<file path="config.mk">
export PLATFORM = sky130hd
export DESIGN_NAME = tcw_ctrl
export DESIGN_NICKNAME = d
export VERILOG_FILES = /design/src/hw/rtl/tcw_pkg.sv /design/src/hw/rtl/tcw_ctrl.sv
export SDC_FILE = /design/constraint.sdc
export NUM_CORES = 1
export LEC_CHECK = 0
export ABC_AREA = 1
export BUFFER_PORTS_ARGS = -buffer_cell sky130_fd_sc_hd__clkbuf_2
export CORE_MARGIN = 5
export CORE_UTILIZATION = 39
export DETAILED_ROUTE_END_ITERATION = 12
export HOLD_SLACK_MARGIN = 0.15
export PLACE_DENSITY = 0.69
export SLEW_MARGIN = 25
export SYNTH_ARGS = -nofsm -noshare
export SYNTH_HDL_FRONTEND = slang
export SYNTH_SLANG_ARGS = --single-unit
</file>
<file path="constraint.sdc">
create_clock -name aclk -period 1.8 [get_ports aclk]
set_clock_uncertainty 0.2 [all_clocks]
set_input_delay 0.09 -clock aclk [delete_from_list [all_inputs] [get_ports aclk]]
set_output_delay 0.09 -clock aclk [all_outputs]
set_load 0.1 [all_outputs]
</file>
<file path="src/hw/rtl/tcw_pkg.sv">
// Shared constants, codes and controller/datapath interface types for the text console writer.
package tcw_pkg;

    // Default geometry
    localparam int DEF_COLUMNS = 80;
    localparam int DEF_ROWS    = 25;

    // Field widths
    localparam int FUNC_W   = 2;
    localparam int CHAR_W   = 8;
    localparam int ATTR_W   = 8;
    localparam int COL_IN_W = 7;
    localparam int ROW_IN_W = 5;
    localparam int CURSOR_W = 11;
    localparam int CELL_W   = CHAR_W + ATTR_W;

    // Stream widths
    localparam int S_TDATA_W = 32;
    localparam int S_TUSER_W = FUNC_W;
    localparam int M_TDATA_W = 32;

    // Operation codes
    localparam logic [FUNC_W-1:0] FN_PUT   = 2'd0;
    localparam logic [FUNC_W-1:0] FN_CLEAR = 2'd1;
    localparam logic [FUNC_W-1:0] FN_READ  = 2'd2;

    // Character codes
    localparam logic [CHAR_W-1:0] NEWLINE_CODE = 8'd10;
    localparam logic [CHAR_W-1:0] SPACE_CODE   = 8'd32;

    localparam logic [ATTR_W-1:0] DEF_ATTR_RESET = 8'd15;

    // Memory write source select
    localparam logic [1:0] WR_NONE = 2'd0;
    localparam logic [1:0] WR_PUT  = 2'd1;
    localparam logic [1:0] WR_FILL = 2'd2;
    localparam logic [1:0] WR_COPY = 2'd3;

    // Memory read address select
    localparam logic [1:0] RD_NONE = 2'd0;
    localparam logic [1:0] RD_CELL = 2'd1;
    localparam logic [1:0] RD_COPY = 2'd2;

    typedef struct packed {
        logic [FUNC_W-1:0]   func;
        logic [CHAR_W-1:0]   char_code;
        logic [ATTR_W-1:0]   attribute;
        logic                use_position;
        logic [COL_IN_W-1:0] column;
        logic [ROW_IN_W-1:0] row;
    } item_t;

    typedef struct packed {
        logic [CURSOR_W-1:0] cursor;
        logic [CHAR_W-1:0]   cell_char;
        logic [ATTR_W-1:0]   cell_attr;
        logic                scrolled;
    } result_t;

    typedef struct packed {
        logic       load_item;
        logic       put_exec;
        logic       cnt_clr;
        logic       cnt_inc;
        logic [1:0] wr_sel;
        logic       fill_blank;
        logic [1:0] rd_sel;
        logic       home;
        logic       out_load;
    } cmd_t;

    typedef struct packed {
        logic [FUNC_W-1:0] func;
        logic              put_wrap;
        logic              cnt_zero;
        logic              cnt_copy_end;
        logic              cnt_last;
    } status_t;

endpackage

</file>
<file path="src/hw/rtl/tcw_ctrl.sv">
// Sequencing state machine for the text console writer.
module tcw_ctrl (
    input  logic             aclk,
    input  logic             aresetn,
    input  logic             s_tvalid,
    output logic             s_tready,
    output logic             m_tvalid,
    input  logic             m_tready,
    input  tcw_pkg::status_t status,
    output tcw_pkg::cmd_t    cmd
);

    localparam logic [2:0] ST_INIT   = 3'd0;
    localparam logic [2:0] ST_IDLE   = 3'd1;
    localparam logic [2:0] ST_EXEC   = 3'd2;
    localparam logic [2:0] ST_SCROLL = 3'd3;
    localparam logic [2:0] ST_ZERO   = 3'd4;
    localparam logic [2:0] ST_CLEAR  = 3'd5;
    localparam logic [2:0] ST_RDOUT  = 3'd6;
    localparam logic [2:0] ST_DONE   = 3'd7;

    logic [2:0] state_reg, state_next;
    logic       m_tvalid_reg, m_tvalid_next;
    logic       out_free;

    assign out_free = !m_tvalid_reg || m_tready;
    assign s_tready = (state_reg == ST_IDLE);
    assign m_tvalid = m_tvalid_reg;

    always_comb begin
        state_next = state_reg;
        cmd        = '0;
        unique case (state_reg)
            ST_INIT: begin
                cmd.wr_sel = tcw_pkg::WR_FILL;
                if (status.cnt_last) begin
                    cmd.cnt_clr = 1'b1;
                    state_next  = ST_IDLE;
                end else begin
                    cmd.cnt_inc = 1'b1;
                end
            end
            ST_IDLE: begin
                if (s_tvalid) begin
                    cmd.load_item = 1'b1;
                    state_next    = ST_EXEC;
                end
            end
            ST_EXEC: begin
                unique case (status.func)
                    tcw_pkg::FN_PUT: begin
                        cmd.put_exec = 1'b1;
                        cmd.wr_sel   = tcw_pkg::WR_PUT;
                        if (status.put_wrap) begin
                            cmd.cnt_clr = 1'b1;
                            state_next  = ST_SCROLL;
                        end else if (out_free) begin
                            cmd.out_load = 1'b1;
                            state_next   = ST_IDLE;
                        end else begin
                            state_next = ST_DONE;
                        end
                    end
                    tcw_pkg::FN_CLEAR: begin
                        cmd.cnt_clr = 1'b1;
                        state_next  = ST_CLEAR;
                    end
                    tcw_pkg::FN_READ: begin
                        cmd.rd_sel = tcw_pkg::RD_CELL;
                        state_next = ST_RDOUT;
                    end
                    default: begin
                        // no operation: report the cursor only
                        if (out_free) begin
                            cmd.out_load = 1'b1;
                            state_next   = ST_IDLE;
                        end else begin
                            state_next = ST_DONE;
                        end
                    end
                endcase
            end
            ST_SCROLL: begin
                // read one row ahead, write back the word read last cycle
                if (!status.cnt_copy_end) begin
                    cmd.rd_sel = tcw_pkg::RD_COPY;
                end
                if (!status.cnt_zero) begin
                    cmd.wr_sel = tcw_pkg::WR_COPY;
                end
                // hold the count at the bottom row start so zeroing begins there
                if (status.cnt_copy_end) begin
                    state_next = ST_ZERO;
                end else begin
                    cmd.cnt_inc = 1'b1;
                end
            end
            ST_ZERO, ST_CLEAR: begin
                cmd.wr_sel     = tcw_pkg::WR_FILL;
                cmd.fill_blank = (state_reg == ST_CLEAR);
                if (status.cnt_last) begin
                    cmd.cnt_clr = 1'b1;
                    cmd.home    = (state_reg == ST_CLEAR);
                    if (out_free) begin
                        cmd.out_load = 1'b1;
                        state_next   = ST_IDLE;
                    end else begin
                        state_next = ST_DONE;
                    end
                end else begin
                    cmd.cnt_inc = 1'b1;
                end
            end
            ST_RDOUT, ST_DONE: begin
                if (out_free) begin
                    cmd.out_load = 1'b1;
                    state_next   = ST_IDLE;
                end
            end
            default: begin
                state_next = ST_INIT;
            end
        endcase
    end

    always_comb begin
        if (cmd.out_load) begin
            m_tvalid_next = 1'b1;
        end else if (m_tready) begin
            m_tvalid_next = 1'b0;
        end else begin
            m_tvalid_next = m_tvalid_reg;
        end
    end

    always_ff @(posedge aclk) begin
        if (!aresetn) begin
            state_reg    <= ST_INIT;
            m_tvalid_reg <= 1'b0;
        end else begin
            state_reg    <= state_next;
            m_tvalid_reg <= m_tvalid_next;
        end
    end

endmodule

</file>
# Word level (Yosys, flattened, before mapping)
# Cells that the tools add are included.
totals:
  regBits: 4
  output_inout_bits: 13
  elab_cells: 61
op_classes:
  n_reduce_logical: 10
  n_eq_ne: 14
  muxes: 35
op_table:
  columns: ["operator", "count"]
  rows:
  - ["$mux W3", 7]
  - ["$pmux W3 S6", 1]
  - ["$mux W1", 16]
  - ["$eq A3 B3 Y1 const B", 4]
  - ["$ne A2 B2 Y1 const B", 5]
  - ["$pmux W3 S3", 1]
  - ["$pmux W1 S2", 4]
  - ["$eq A3 B2 Y1 const B", 2]
  - ["$mux W2", 3]
  - ["$pmux W2 S3", 1]
  - ["$reduce_or A2 Y1", 3]
  - ["$reduce_and A5 Y1", 1]
  - ["$pmux W2 S2", 1]
  - ["$eq A3 B1 Y1 const B", 1]
  - ["$logic_not A3 Y1", 1]
  - ["$pmux W1 S3", 1]
  - ["$reduce_or A3 Y1", 1]
  - ["$eq A2 B1 Y1 const B", 1]
  - ["$eq A2 B2 Y1 const B", 1]
  - ["$logic_not A2 Y1", 1]
  - ["$reduce_bool A2 Y1", 1]
  - ["$logic_not A1 Y1", 1]
  - ["$logic_or A1 B1 Y1", 1]

# Depth between registers and ports, before layout
depth:
  word_depth: 7
  depth_mapped: 9

# Worst setup path after synthesis
# Ideal clock, no wire load.
synth_path:
  path_type: "reg-to-output"
  start: "reg state_reg[2]"
  end: "out cmd[1] (netlist bit)"
  path_stages_with_launch: 3
  path_buffers: 0
  slack_ns: -1.945
  required_ns: 1.510
  arrival_ns: 3.455
  cell_sequence: "dfxtp_1 inv_2 nor4_1"
synth_rtl:
  columns: ["item", "line", "source"]
  rows:
  - ["from (decl)", "tcw_ctrl.sv:22", "logic [2:0] state_reg, state_next;"]
  - ["from (signal assigned)", "tcw_ctrl.sv:141", "state_reg <= state_next;"]
  - ["to (decl)", "tcw_ctrl.sv:10", "output tcw_pkg::cmd_t cmd"]

==> impl_metrics.ini <==
[routing]
wl_per_cell_um = 10.43
ant_nets = 0
drc_errors = 0
drt_wl_total_mm = 1.460
dr.first_iter.drc_count = 8
detailroute.via_count = 663
vias_per_cell = 4.736
dr.pass1.iters = 2

[floorplan]
dieArea_mm2 = 0.002234
pin_count = 23
fp.coreArea_mm2 = 0.001301
rows = 13
die_w_um = 47.27
die_h_um = 47.27
start_util_pct = 41.63

[cts]
cts-root-buf = clkbuf_4
max-clock-path-buffers = 2
numCtsBuffers = 3
clk_pin_slew_worst_paths_ns = 0.04
insertion_delay_ns = 0.24
tritoncts = done
clkSinkCount = 4
cts_setup_buffers = 0
htreeDepth = 1

[setup_path]
reg2reg_depth = 8
critPathLaunch = state_reg[1]
cp.required_ns = 1.51
r2r_end = state_reg[1]
r2r-start = state_reg[2]
worstSetupStartpointType = register
cp.arrival_ns = 1.40
r2r_slack_ns = 0.32
crit_path_end = cmd[6]
crit_path_end_kind = primary output
critPathKind = reg -> out
cp_max_fo = 8

[logic_synthesis]
synth_edf_count = 0
yosysSeqAreaShare_pct = 14.78
synth_nets = 110
syn_inst = 95
async_flop_share_pct = 0
synth_top_area_share_pct = 17.32
synth_commonest_cells = nand2_1 (25), inv_1 (17), nor2_1 (17)
synth_area_um2 = 541.8
synth_seq_cells = 4
synth_cell_type_count = 20
synth_area_leaders = nand2_1 (17%), dfxtp_1 (15%), inv_1 (12%)
yosysMostFrequentCell = nand2_1
ys.flop_type = dfxtp_1
synth_warnings = 0
postSynthAreaPerCell_um2 = 5.703
yosysTopAreaCell = nand2_1

[run]
max_cap_violations = 0

[global_routing]
grt_start_max_net_pins = 9
grt_pass1_wl_mm = 2.601
overflow = 0
grt_pass1_vias = 638
antenna_found_initial = 0
track_usage_pct = 16.08

[pwr]
p_int_mw = 0.4050
p_switching_mw = 0.5285
comb_power_share_pct = 73.7
seqPwrFrac_pct = 14.4
p_per_area_mw_per_mm2 = 945.6
ir_worst_vdd_mv = 0.4151
power_switching_share_pct = 56.62
pwr-share-clk_pct = 12.0
p_leak_nw = 0.4826

[sta]
rsz0062_at_grt = false
period_needed_ns = 1.692
worstMarginPinSlew_ns = 0.5401
setup_viol = 0
relSlewSlack_pct = 64.15
report.final.slew_viol_count = 0
hold_viol = 0
setup_slack_ns = 0.1081
hold_slack_ns = 0.1886
post-route-period-util_pct = 93.99
max_freq_mhz = 591.1
setup_tns_ns = 0

[finish]
fillers = 106
multi_input_area_um2 = 450.4
final_area_um2 = 987.2
area_growth_pct = 82.22
largest_reg_flops = 3
drive_gt1_share_pct = 44.00
n_antenna_cell = 0
final_util_pct = 75.87
seq_area_um2 = 85.08
design.final.nets = 142

[place]
gp_congestion = 0.7937
dp_slack_ns = 0.1729
port_buffers = 22
dp_hpwl_mm = 1.306
place_area_um2 = 915.9

[hold_path]
hold_path_depth = 9
hold_class = in -> reg
min_from = status[3]

[status]
status = finished, final reports clean
-- power groups by stage --
stage,sequential [mW],combinational [mW],clock (mW)
2_1_floorplan,0.128,0.487,0
3_3_place_gp,0.132,0.672,0
3_5_place_dp,0.133,0.681,0
4_1_cts,0.132,0.689,0.114
5_1_grt,0.137,0.731,0.124
6_report,0.134,0.688,0.112
-- critical path: stages (launching register included) --
cell     delay [ns]
dfxtp_2        0.46
nand2_4        0.09
nor2_2         0.14
inv_1          0.12
o21ai_4        0.16
buf_12         0.19
-- metal layers --
| metal | routed length (µm) | vias to the layer above | share of wire, % | GRT usage, % |
|---|---|---|---|---|
| met5 | 0 | - | 0 | 0 |
| met4 | 13 | 0 | 0.89 | 3.315 |
| met3 | 72 | 2 | 4.9 | 3.831 |
| met2 | 784 | 16 | 54 | 28.88 |
| met1 | 589 | 300 | 40 | 19.14 |
| li1 | - | 345 | - | - |
-- what timing repair did --
item	4_1_cts	5_1_grt
pin swaps	0	0
hold buffers	4	0
endpoints found under the hold margin	4	0
setup endpoints to repair	5	4
resized for setup	1	4
-- kinds of logic after synthesis --
logic type                 synth area share, %
AOI/OAI and AO/OA                        11.78
adders and majority gates                11.55
DFF                                      14.78
buffers and inverters                    18.01
and+or+nand+nor                          43.88
-- metrics by stage --
step                std cells  total power [mW]
detailed placement        133            0.8139
global route              140            0.9922
CTS                       140            0.9353
floorplan                  95            0.6151
finish                    140            0.9335
global placement          133            0.8035
-- final cells by class --
cell class,count,share of cell area [%]
clock buffers,3,2.281
multi-input cells,68,45.63
well taps,15,1.901
repair buffers,29,33.21
flip-flops and latches,4,8.619
inverters,21,8.365
-- cells in the final DEF, fill, tap and decap left out --
master and instances:
inv_1 16, ha_1 5, dfxtp_2 4, o21ai_4 3
nor2_2 4, a21oi_1 3, buf_12 10, nand2_1 24
nand2_4 1, o21ai_0 1, dlygate4sd3_1 4, nand3_1 1
nor2_1 15, clkinvlp_4 1, o22ai_4 1, nor2_4 1
clkbuf_2 10, inv_2 4, buf_4 4, a21oi_2 1
o21ai_1 1, nor4_4 1, o21ai_2 1, nor3_4 1
nand3_2 2, clkbuf_4 4, nor3_2 2
-- worst min-delay path by stage --
stage	endpoint
3_3_place_gp	m_tvalid
3_5_place_dp	state_reg[0]
5_1_grt	state_reg[1]
2_1_floorplan	m_tvalid
6_report	state_reg[1]
4_1_cts	state_reg[1]
Note: power is estimated with default switching activity, not from simulation.
